[config.mk]
export PLATFORM = sky130hd
export DESIGN_NAME = dsm_serial_frame_decoder_unit_flat
export DESIGN_NICKNAME = d
export VERILOG_FILES = /design/src/rtl/core/dsmsfd_pkg.sv /design/src/rtl/core/dsmsfd_if.sv /design/src/rtl/core/dsmsfd_ram.sv /design/src/rtl/core/dsmsfd_dp.sv /design/src/rtl/core/dsmsfd_ctrl.sv /design/src/rtl/core/dsm_serial_frame_decoder_unit.sv /design/src/flat_wrapper.sv
export SDC_FILE = /design/constraint.sdc
export NUM_CORES = 1
export LEC_CHECK = 0
export BUFFER_PORTS_ARGS = -buffer_cell sky130_fd_sc_hd__buf_2
export CAP_MARGIN = 30
export CORE_MARGIN = 5
export CORE_UTILIZATION = 55
export DETAILED_ROUTE_END_ITERATION = 10
export PLACE_DENSITY = 0.72
export RECOVER_POWER = 100
export SYNTH_ARGS = -nofsm -noshare
export SYNTH_HDL_FRONTEND = slang
export SYNTH_SLANG_ARGS = --single-unit
[constraint.sdc]
create_clock -name clk -period 14.5 [get_ports clk]
set_input_delay 0 -clock clk [delete_from_list [all_inputs] [get_ports clk]]
set_output_delay 0 -clock clk [all_outputs]
set_load 0.01 [all_outputs]
[src/rtl/core/dsmsfd_pkg.sv]
// Shared constants, types and tables for the serial frame decoder.
package dsmsfd_pkg;

  localparam int FRAME_BYTES  = 16;
  localparam int NUM_CHANNELS = 16;
  localparam int MAX_PAIRS    = 7;
  localparam int NUM_PAIRS    = (FRAME_BYTES / 2 - 1 < MAX_PAIRS) ? FRAME_BYTES / 2 - 1
                                                                  : MAX_PAIRS;
  localparam int RAM_DEPTH    = FRAME_BYTES / 2;
  localparam int IDX_W        = $clog2(FRAME_BYTES);
  localparam int PAIR_W       = $clog2(RAM_DEPTH);

  localparam logic [7:0] MODE_1024   = 8'h01;
  localparam logic [7:0] MODE_2048_A = 8'h12;
  localparam logic [7:0] MODE_2048_B = 8'ha2;
  localparam logic [7:0] MODE_2048_C = 8'hb2;

  localparam logic [1:0] FUNC_BYTE    = 2'd0;
  localparam logic [1:0] FUNC_GAP     = 2'd1;
  localparam logic [1:0] FUNC_TIMEOUT = 2'd2;

  localparam logic [7:0] NO_CH         = 8'hff;
  localparam logic [7:0] FAIL_SAT      = 8'hff;
  localparam logic [7:0] MAX_FAILS_RST = 8'd10;

  // value = 1000 * (v + 1025) / 1366, division by reciprocal multiply
  localparam int    SCALE_MUL   = 1000;
  localparam int    SCALE_OFS   = 1025;
  localparam int    SCALE_DIV   = 1366;
  localparam int    RECIP_SHIFT = 32;
  localparam longint RECIP      = (longint'(1) << RECIP_SHIFT) / SCALE_DIV;

  typedef enum logic [1:0] {
    KIND_UPDATE,
    KIND_DONE,
    KIND_FAIL,
    KIND_STOP
  } kind_t;

  typedef enum logic [1:0] {
    PH_WAIT,
    PH_FRAME,
    PH_STOP
  } phase_t;

  typedef enum logic [2:0] {
    ST_IDLE,
    ST_EMIT_FAIL,
    ST_EMIT_STOP,
    ST_READ,
    ST_CALC1,
    ST_CALC2,
    ST_EMIT_CH,
    ST_EMIT_DONE
  } state_t;

  typedef struct packed {
    logic  store_byte;
    logic  idx_clear;
    logic  fail_inc;
    logic  fail_clear;
    logic  pair_start;
    logic  pair_next;
    logic  out_load;
    kind_t out_kind;
    logic  out_last;
  } dp_cmd_t;

  typedef struct packed {
    logic idx_last;
    logic mode_ok;
    logic lim;
    logic out_free;
    logic pair_last;
    logic ch_ok;
  } dp_status_t;

  function automatic logic [7:0] id_map(input logic [3:0] id);
    logic [7:0] ch;
    unique case (id)
      4'd0:    ch = 8'd2;
      4'd1:    ch = 8'd0;
      4'd2:    ch = 8'd1;
      4'd3:    ch = 8'd3;
      4'd4:    ch = 8'd4;
      4'd5:    ch = 8'd5;
      4'd6:    ch = 8'd6;
      4'd7:    ch = 8'd7;
      4'd8:    ch = 8'd8;
      4'd9:    ch = 8'd9;
      default: ch = NO_CH;
    endcase
    return ch;
  endfunction

endpackage

[src/rtl/core/dsmsfd_if.sv]
// Event and result channel interfaces for the serial frame decoder.
interface dsmsfd_evt_if;
  logic       valid;
  logic       ready;
  logic [1:0] func;
  logic [7:0] rx_byte;
  modport source(output valid, func, rx_byte, input ready);
  modport sink(input valid, func, rx_byte, output ready);
endinterface

interface dsmsfd_res_if;
  logic        valid;
  logic        ready;
  logic [1:0]  kind;
  logic [3:0]  channel;
  logic [11:0] value;
  logic [7:0]  fail_count;
  logic        last;
  modport source(output valid, kind, channel, value, fail_count, last, input ready);
  modport sink(input valid, kind, channel, value, fail_count, last, output ready);
endinterface

[src/rtl/core/dsmsfd_ram.sv]
// Generic single write, single read RAM with registered read data.
module dsmsfd_ram #(
  parameter int WIDTH = 16,
  parameter int DEPTH = 8
) (
  input  logic                     clk,
  input  logic                     we,
  input  logic [$clog2(DEPTH)-1:0] waddr,
  input  logic [WIDTH-1:0]         wdata,
  input  logic [$clog2(DEPTH)-1:0] raddr,
  output logic [WIDTH-1:0]         rdata
);

  logic [WIDTH-1:0] mem [DEPTH];

  always_ff @(posedge clk) begin
    if (we) begin
      mem[waddr] <= wdata;
    end
    rdata <= mem[raddr];
  end

endmodule

[src/rtl/core/dsmsfd_dp.sv]
// Datapath: frame store, counters, value scaling pipeline and result register.
module dsmsfd_dp
  import dsmsfd_pkg::*;
(
  input  logic               clk,
  input  logic               rst,
  input  logic               cfg_we,
  input  logic [7:0]         cfg_data,
  input  logic [7:0]         rx_byte,
  input  dp_cmd_t            cmd,
  output dp_status_t         st,
  dsmsfd_res_if.source       res
);

  logic [7:0]        max_fails;
  logic [7:0]        failures;
  logic [IDX_W-1:0]  idx;
  logic [7:0]        hi_byte;
  logic [7:0]        mode;
  logic [PAIR_W-1:0] pair;

  logic [15:0]       rdata;
  logic              ram_we;
  logic [PAIR_W-1:0] waddr;

  // scaling pipeline
  logic              mode10;
  logic [10:0]       v;
  logic [3:0]        id;
  logic [7:0]        ch_map;
  logic [11:0]       v_ofs;
  logic [21:0]       x;
  logic [3:0]        ch;
  logic              ch_ok;
  logic [43:0]       prod;
  logic [11:0]       q0;
  logic [21:0]       x2;
  logic [21:0]       qd;
  logic [21:0]       rem;
  logic [11:0]       val;
  logic              out_free;

  assign ram_we = cmd.store_byte & idx[0];
  assign waddr  = PAIR_W'(idx >> 1);

  dsmsfd_ram #(
    .WIDTH(16),
    .DEPTH(RAM_DEPTH)
  ) u_store (
    .clk  (clk),
    .we   (ram_we),
    .waddr(waddr),
    .wdata({hi_byte, rx_byte}),
    .raddr(pair),
    .rdata(rdata)
  );

  always_ff @(posedge clk) begin
    if (rst) begin
      max_fails <= MAX_FAILS_RST;
      failures  <= '0;
      idx       <= '0;
      pair      <= '0;
    end else begin
      if (cfg_we) begin
        max_fails <= cfg_data;
      end
      if (cmd.fail_clear) begin
        failures <= '0;
      end else if (cmd.fail_inc && failures != FAIL_SAT) begin
        failures <= failures + 8'd1;
      end
      if (cmd.idx_clear) begin
        idx <= '0;
      end else if (cmd.store_byte) begin
        idx <= st.idx_last ? '0 : idx + IDX_W'(1);
      end
      if (cmd.pair_start) begin
        pair <= PAIR_W'(1);
      end else if (cmd.pair_next) begin
        pair <= pair + PAIR_W'(1);
      end
    end
  end

  always_ff @(posedge clk) begin
    if (cmd.store_byte && !idx[0]) begin
      hi_byte <= rx_byte;
    end
    if (cmd.store_byte && idx == IDX_W'(1)) begin
      mode <= rx_byte;
    end
  end

  // stage 1: unpack the pair and offset/scale by the constant
  always_comb begin
    mode10 = (mode == MODE_1024);
    if (mode10) begin
      v  = {rdata[9:8], rdata[7:0], 1'b0};
      id = rdata[13:10];
    end else begin
      v  = {rdata[10:8], rdata[7:0]};
      id = rdata[14:11];
    end
    ch_map = id_map(id);
    v_ofs  = {1'b0, v} + 12'(SCALE_OFS);
  end

  assign prod = 44'(x) * 44'(RECIP);
  assign qd   = 22'(q0) * 22'(SCALE_DIV);
  assign rem  = x2 - qd;
  // reciprocal is rounded down, so the quotient is at most one short
  assign val  = q0 + 12'(rem >= 22'(SCALE_DIV));

  always_ff @(posedge clk) begin
    x     <= 22'(v_ofs) * 22'(SCALE_MUL);
    ch    <= ch_map[3:0];
    ch_ok <= (ch_map < 8'(NUM_CHANNELS));
    q0    <= prod[RECIP_SHIFT +: 12];
    x2    <= x;
  end

  assign out_free = !res.valid || res.ready;

  always_ff @(posedge clk) begin
    if (rst) begin
      res.valid <= 1'b0;
    end else if (cmd.out_load) begin
      res.valid <= 1'b1;
    end else if (res.ready) begin
      res.valid <= 1'b0;
    end
  end

  always_ff @(posedge clk) begin
    if (cmd.out_load) begin
      res.kind       <= cmd.out_kind;
      res.last       <= cmd.out_last;
      res.fail_count <= cmd.fail_clear ? 8'd0 : failures;
      if (cmd.out_kind == KIND_UPDATE) begin
        res.channel <= ch;
        res.value   <= val;
      end else begin
        res.channel <= '0;
        res.value   <= '0;
      end
    end
  end

  always_comb begin
    st.idx_last  = (idx == IDX_W'(FRAME_BYTES - 1));
    st.mode_ok   = (mode == MODE_1024) || (mode == MODE_2048_A) ||
                   (mode == MODE_2048_B) || (mode == MODE_2048_C);
    st.lim       = (failures >= max_fails);
    st.out_free  = out_free;
    st.pair_last = (pair == PAIR_W'(NUM_PAIRS));
    st.ch_ok     = ch_ok;
  end

endmodule

[src/rtl/core/dsmsfd_ctrl.sv]
// Controller: event handling, link phase and result sequencing.
module dsmsfd_ctrl
  import dsmsfd_pkg::*;
(
  input  logic          clk,
  input  logic          rst,
  dsmsfd_evt_if.sink    evt,
  input  dp_status_t    st,
  output dp_cmd_t       cmd
);

  state_t state, state_next;
  phase_t phase, phase_next;

  always_ff @(posedge clk) begin
    if (rst) begin
      state <= ST_IDLE;
      phase <= PH_WAIT;
    end else begin
      state <= state_next;
      phase <= phase_next;
    end
  end

  assign evt.ready = (state == ST_IDLE);

  always_comb begin
    state_next = state;
    phase_next = phase;
    cmd        = '0;
    cmd.out_kind = KIND_UPDATE;
    unique case (state)
      ST_IDLE: begin
        if (evt.valid) begin
          if (phase == PH_STOP || st.lim) begin
            phase_next = PH_STOP;
            state_next = ST_EMIT_STOP;
          end else begin
            priority case (evt.func)
              FUNC_TIMEOUT: begin
                cmd.fail_inc  = 1'b1;
                cmd.idx_clear = 1'b1;
                phase_next    = PH_WAIT;
                state_next    = ST_EMIT_FAIL;
              end
              FUNC_GAP: begin
                if (phase == PH_WAIT) begin
                  phase_next    = PH_FRAME;
                  cmd.idx_clear = 1'b1;
                end
              end
              FUNC_BYTE: begin
                if (phase == PH_FRAME) begin
                  cmd.store_byte = 1'b1;
                  if (st.idx_last) begin
                    if (!st.mode_ok) begin
                      cmd.fail_inc = 1'b1;
                      phase_next   = PH_WAIT;
                      state_next   = ST_EMIT_FAIL;
                    end else begin
                      cmd.pair_start = 1'b1;
                      state_next     = ST_READ;
                    end
                  end
                end
              end
              default: begin
              end
            endcase
          end
        end
      end
      ST_EMIT_FAIL: begin
        if (st.out_free) begin
          cmd.out_load = 1'b1;
          cmd.out_kind = KIND_FAIL;
          if (st.lim) begin
            phase_next = PH_STOP;
            state_next = ST_EMIT_STOP;
          end else begin
            cmd.out_last = 1'b1;
            state_next   = ST_IDLE;
          end
        end
      end
      ST_EMIT_STOP: begin
        if (st.out_free) begin
          cmd.out_load = 1'b1;
          cmd.out_kind = KIND_STOP;
          cmd.out_last = 1'b1;
          state_next   = ST_IDLE;
        end
      end
      ST_READ:  state_next = ST_CALC1;
      ST_CALC1: state_next = ST_CALC2;
      ST_CALC2: state_next = ST_EMIT_CH;
      ST_EMIT_CH: begin
        // unmapped ids move on without a transfer
        if (!st.ch_ok || st.out_free) begin
          cmd.out_load = st.ch_ok;
          if (st.pair_last) begin
            state_next = ST_EMIT_DONE;
          end else begin
            cmd.pair_next = 1'b1;
            state_next    = ST_READ;
          end
        end
      end
      ST_EMIT_DONE: begin
        if (st.out_free) begin
          cmd.fail_clear = 1'b1;
          cmd.out_load   = 1'b1;
          cmd.out_kind   = KIND_DONE;
          cmd.out_last   = 1'b1;
          state_next     = ST_IDLE;
        end
      end
      default: state_next = ST_IDLE;
    endcase
  end

endmodule

[src/rtl/core/dsm_serial_frame_decoder_unit.sv]
// Top level of the serial frame decoder.
// A byte or gap that gives no result leaves the controller idle, ready for the next event.
// A failure or stopped event passes through the emit states; at a frame end each decoded pair goes
// through the read, two scaling and emit states in turn, then a done result; no event is taken meanwhile.
// The last result sits in the output register while the next event is taken.
// Synchronous reset: wait for gap, failure count zero, failure limit 10; frame store not cleared.
module dsm_serial_frame_decoder_unit
  import dsmsfd_pkg::*;
(
  input  logic          clk,
  input  logic          rst,
  input  logic          cfg_we,
  input  logic [7:0]    cfg_data,
  dsmsfd_evt_if.sink    evt,
  dsmsfd_res_if.source  res
);

  dp_cmd_t    cmd;
  dp_status_t st;

  dsmsfd_ctrl u_ctrl (
    .clk(clk),
    .rst(rst),
    .evt(evt),
    .st (st),
    .cmd(cmd)
  );

  dsmsfd_dp u_dp (
    .clk     (clk),
    .rst     (rst),
    .cfg_we  (cfg_we),
    .cfg_data(cfg_data),
    .rx_byte (evt.rx_byte),
    .cmd     (cmd),
    .st      (st),
    .res     (res)
  );

endmodule
[src/flat_wrapper.sv]
// flat-port wrapper written by rule: the top's interface ports become plain ports
module dsm_serial_frame_decoder_unit_flat import dsmsfd_pkg::*;
  (clk, rst, cfg_we, cfg_data, evt_valid, evt_func, evt_rx_byte, evt_ready, res_valid, res_kind, res_channel, res_value, res_fail_count, res_last, res_ready);
  dsmsfd_evt_if evt_i ();
  dsmsfd_res_if res_i ();
  input  logic clk;
  input  logic rst;
  input  logic cfg_we;
  input  logic [7:0] cfg_data;
  input wire logic [$bits(evt_i.valid)-1:0] evt_valid;
  input wire logic [$bits(evt_i.func)-1:0] evt_func;
  input wire logic [$bits(evt_i.rx_byte)-1:0] evt_rx_byte;
  output wire logic [$bits(evt_i.ready)-1:0] evt_ready;
  output wire logic [$bits(res_i.valid)-1:0] res_valid;
  output wire logic [$bits(res_i.kind)-1:0] res_kind;
  output wire logic [$bits(res_i.channel)-1:0] res_channel;
  output wire logic [$bits(res_i.value)-1:0] res_value;
  output wire logic [$bits(res_i.fail_count)-1:0] res_fail_count;
  output wire logic [$bits(res_i.last)-1:0] res_last;
  input wire logic [$bits(res_i.ready)-1:0] res_ready;
  assign evt_i.valid = evt_valid;
  assign evt_i.func = evt_func;
  assign evt_i.rx_byte = evt_rx_byte;
  assign evt_ready = evt_i.ready;
  assign res_valid = res_i.valid;
  assign res_kind = res_i.kind;
  assign res_channel = res_i.channel;
  assign res_value = res_i.value;
  assign res_fail_count = res_i.fail_count;
  assign res_last = res_i.last;
  assign res_i.ready = res_ready;
  dsm_serial_frame_decoder_unit u_core (.clk(clk), .rst(rst), .cfg_we(cfg_we), .cfg_data(cfg_data), .evt(evt_i), .res(res_i));
endmodule
==> results.md <==
- Buffers plus inverters on the worst setup path: 2
- RSZ-0062 raised after global routing: false
- RePlAce Congestion: 0.8728
- Mux contribution to synthesized area: 5.057%
- Root buf cell: clkbuf_16
- Diodes inserted: 0
- Post-Route WL: 40490 um
- Critical path arrival: 8.57 ns
- Critical path type: reg -> reg
- Initial antenna violation count: 0
- Htree depth: 1
- Smallest hold slack: 0.08039 ns
- Period utilisation layout: 57.23%
- CP max FO: 9
- Core area: 36350 um2
- Hold path depth: 4
- Vias/cell: 5.513
- Area Growth Syn to Fin: 10.01%
- Post-Synthesis Cells: 1747
- Top FF cell, synth: edfxtp_1
- CTS tree: done
- Post-CTS setup buffers: 0
- Pin count of the biggest net entering global routing: 33
- Netlist Area Pre-Place: 20090 um2
- CP Data Required Time: 14.77 ns
- DRT iter0 DRCs: 652
- Largest family of logic cells by synthesized area: adder cells
- Num Clock Sinks: 261
- Clock-pin slew on the worst setup and hold paths: 0.06 ns
- Insertion delay to the later sink of the worst-skew pair: 0.58 ns
- R2R setup slack: 6.20 ns
- Die ar.: 40450 um2
- Initial core utilization: 55.27%
- Std cell rows: 70
- Netlist cell types: 72
- Share of cells above drive strength 1: 6.330%
- Wire per inst: 17.36 um
- Synth async-reset ratio: 0%
- Synth warnings: 0
- Hold Crit Start: evt_func[0]
- CTS buffer count: 28
- Crit. End Element: register
- Setup violators final: 0
- R2R depth: 30
- Post-synthesis adder-cell area fraction: 35.27%
- Final Critical Period: 8.298 ns
- I/O Buffers: 51
- Final clock skew: 0.04092 ns
- Syn_nets: 2217
- Final routed DRC violation total: 0
- Hold endpoint: u_core.u_ctrl.phase[0]
- Violated checks: capacitance limit, slew limit
- Worst Hold Class: in -> reg
- Worst reg2reg path endpoint: u_core.u_dp.res.value[6]
- Post-Synth Simple-Gate Area: 7.940%
- Crit path launch type: register
- Vias in the first global route: 13610
- Hpwl dp: 30890 um
- Worst path most repeated cell: ha_1
- Top Usage Layer GRT: met2
- Post_cts resized: 0
- Fin Setup TNS: 0 ns
- R2R Path Start: u_core.u_dp.q0[1]
- Post-Syn Area per Cell: 11.50 um2
- Grt ovf: 0
- CP max stage cell: fa_1
- Post-Synth XOR/XNOR Area: 3.270%
- Cts hold-fix bufs: 35
- Post-synthesis sequential area ratio: 34.08%
- GRT Total Usage: 20.34%
- Top Ports: 52
- GRT met2 Usage: 36.65%
- Die height: 201.1 um
- Worst Tran Pin Value: 2.563 ns
- #FFs+latches synth: 261
- Crit path from: u_core.u_dp.q0[1]
- GR Util met3: 2.530%
- Met1 Usage GRT: 26.18%
- Vias: 12860
- Fin nets: 2313
- FMAX: 120.5 MHz
- Worst rel slew slack: -71.51%
- Synth Area in Compound Gates: 7.978%
- Final ANT Viol Nets: 0
- Run status: finished, violations left
- Final Hold Viols: 0
- Max-cap violations: 5
- CP peak stage delay: 0.56 ns
- Post-synth EDFFs: 162
- Maximum buffer depth of the clock tree: 3
- Slew Viols, Final: 90
- Floorplan die width: 201.1 um
- Global-route wire length before repair: 67680 um
- DR pass1 iterations: 5
- CP top delay family: adder cells
sequential cells by signal, indices dropped and copies added, names as in the netlist, 7 cells and up:
name                        flops
u_core.u_dp.u_store.rdata      15
u_core.u_dp.x                  19
u_core.u_dp.x2                 19
u_core.u_dp.u_store.mem       120
u_core.u_dp.q0                 12
u_core.u_dp.res.value          12
u_core.u_dp.hi_byte             7
u_core.u_dp.max_fails           8
u_core.u_dp.failures            8
u_core.u_dp.res.fail_count      8
u_core.u_dp.mode                8
synth_stat cells, types with 11 or more instances:
master / number / share of area, %
inv_1: 309 / 5.8
ha_1: 248 / 15
fa_1: 199 / 20
edfxtp_1: 162 / 24
dfxtp_1: 99 / 9.9
nor2_1: 86 / 1.6
nand2_1: 73 / 1.4
a21oi_1: 65 / 1.6
xnor2_1: 45 / 2.0
o21ai_0: 36 / 0.90
mux4_2: 30 / 3.4
xor2_1: 30 / 1.3
a21o_1: 28 / 1.0
nand3_1: 28 / 0.70
nor2b_1: 27 / 0.84
nor3_1: 24 / 0.60
clkbuf_1: 22 / 0.41
mux2_2: 16 / 0.90
mux2i_1: 16 / 0.80
and3_1: 15 / 0.47
a211oi_1: 13 / 0.49
nand2b_1: 12 / 0.37
nand4_1: 12 / 0.37
a31oi_1: 11 / 0.34
how the worst max path moves through the flow:
stage | endpoint | cells after the start
floorplan | u_core.u_dp.res.value[6] | 31
finish | u_core.u_dp.res.value[6] | 30
CTS | u_core.u_dp.res.value[6] | 30
global route | u_core.u_dp.res.value[6] | 30
detailed placement | u_core.u_dp.res.value[6] | 30
global placement | u_core.u_dp.res.value[4] | 27
placed cells by master, fill, tap and decap left out, types with 5 or more instances in the layout:
master and instances:
nand2b_1 12, o21ai_0 39, o21ai_1 5, mux4_2 30
a211oi_1 13, mux2_2 13, o31ai_1 5, dfxtp_1 98
clkinv_1 6, nor2b_1 27, dlygate4sd3_1 35, nand3_1 28
ha_1 248, nor3_1 24, xor2_1 30, mux2i_1 16
inv_1 309, nand4_1 12, clkbuf_1 49, clkbuf_16 28
and3_1 15, xnor2_1 45, nor4_1 6, o21bai_1 7
a21o_1 28, fa_1 199, o211ai_1 8, a21oi_1 65
edfxtp_1 162, or3_1 10, nand2_1 73, o21a_1 10
a31oi_1 11, nor2_1 86, buf_2 14
metal layers:
layer | routed length, um | up-vias
met5 | 0 | -
met4 | 1062 | 0
met3 | 1339 | 70
met2 | 20850 | 219
met1 | 17240 | 6401
li1 | - | 6166
area by class of cell:
| type | instances | area [um2] |
|---|---|---|
| repair buffers | 99 | 639.4 |
| clock buffers | 31 | 721.9 |
| well taps | 468 | 585.6 |
| inverters | 309 | 1160 |
| flip-flops and latches | 261 | 6848 |
| clock inverters | 20 | 214.0 |
| fillers | 2891 | 14250 |
| multi-input cells | 1144 | 11930 |
kinds of logic (layout without fill, tap and decap cells):
family          count (synthesis)  count (layout)
compound gates                238             238
xor+xnor                       75              75
fa+ha+maj                     447             447
buf+inv                       342             459
flops                         261             261
mux                            62              62
simple gates                  322             322
per-stage QoR:
step | std cells | worst slack, ns | cell area, um2 | utilization [%]
2_1_floorplan | 1747 | 6.880 | 20090 | -
3_3_place_gp | 2243 | 6.381 | 20920 | 57.55
3_5_place_dp | 2245 | 6.266 | 20970 | 57.70
4_1_cts | 2331 | 6.242 | 22260 | 61.24
5_1_grt | 2332 | 5.723 | 22100 | 60.81
6_report | 2332 | 6.202 | 22100 | 60.81
worst min-delay path, delay by kind of cell:
kind                       cells  cell delay, ns
and+or+nand+nor                1            0.20
adders and majority gates      1            0.22
buffers and inverters          1            0.09
AOI/OAI and AO/OA              1            0.09
Power is left out: the tool's default activity adds up to more than one toggle a clock period on the data nets, which glitch-free logic cannot reach.
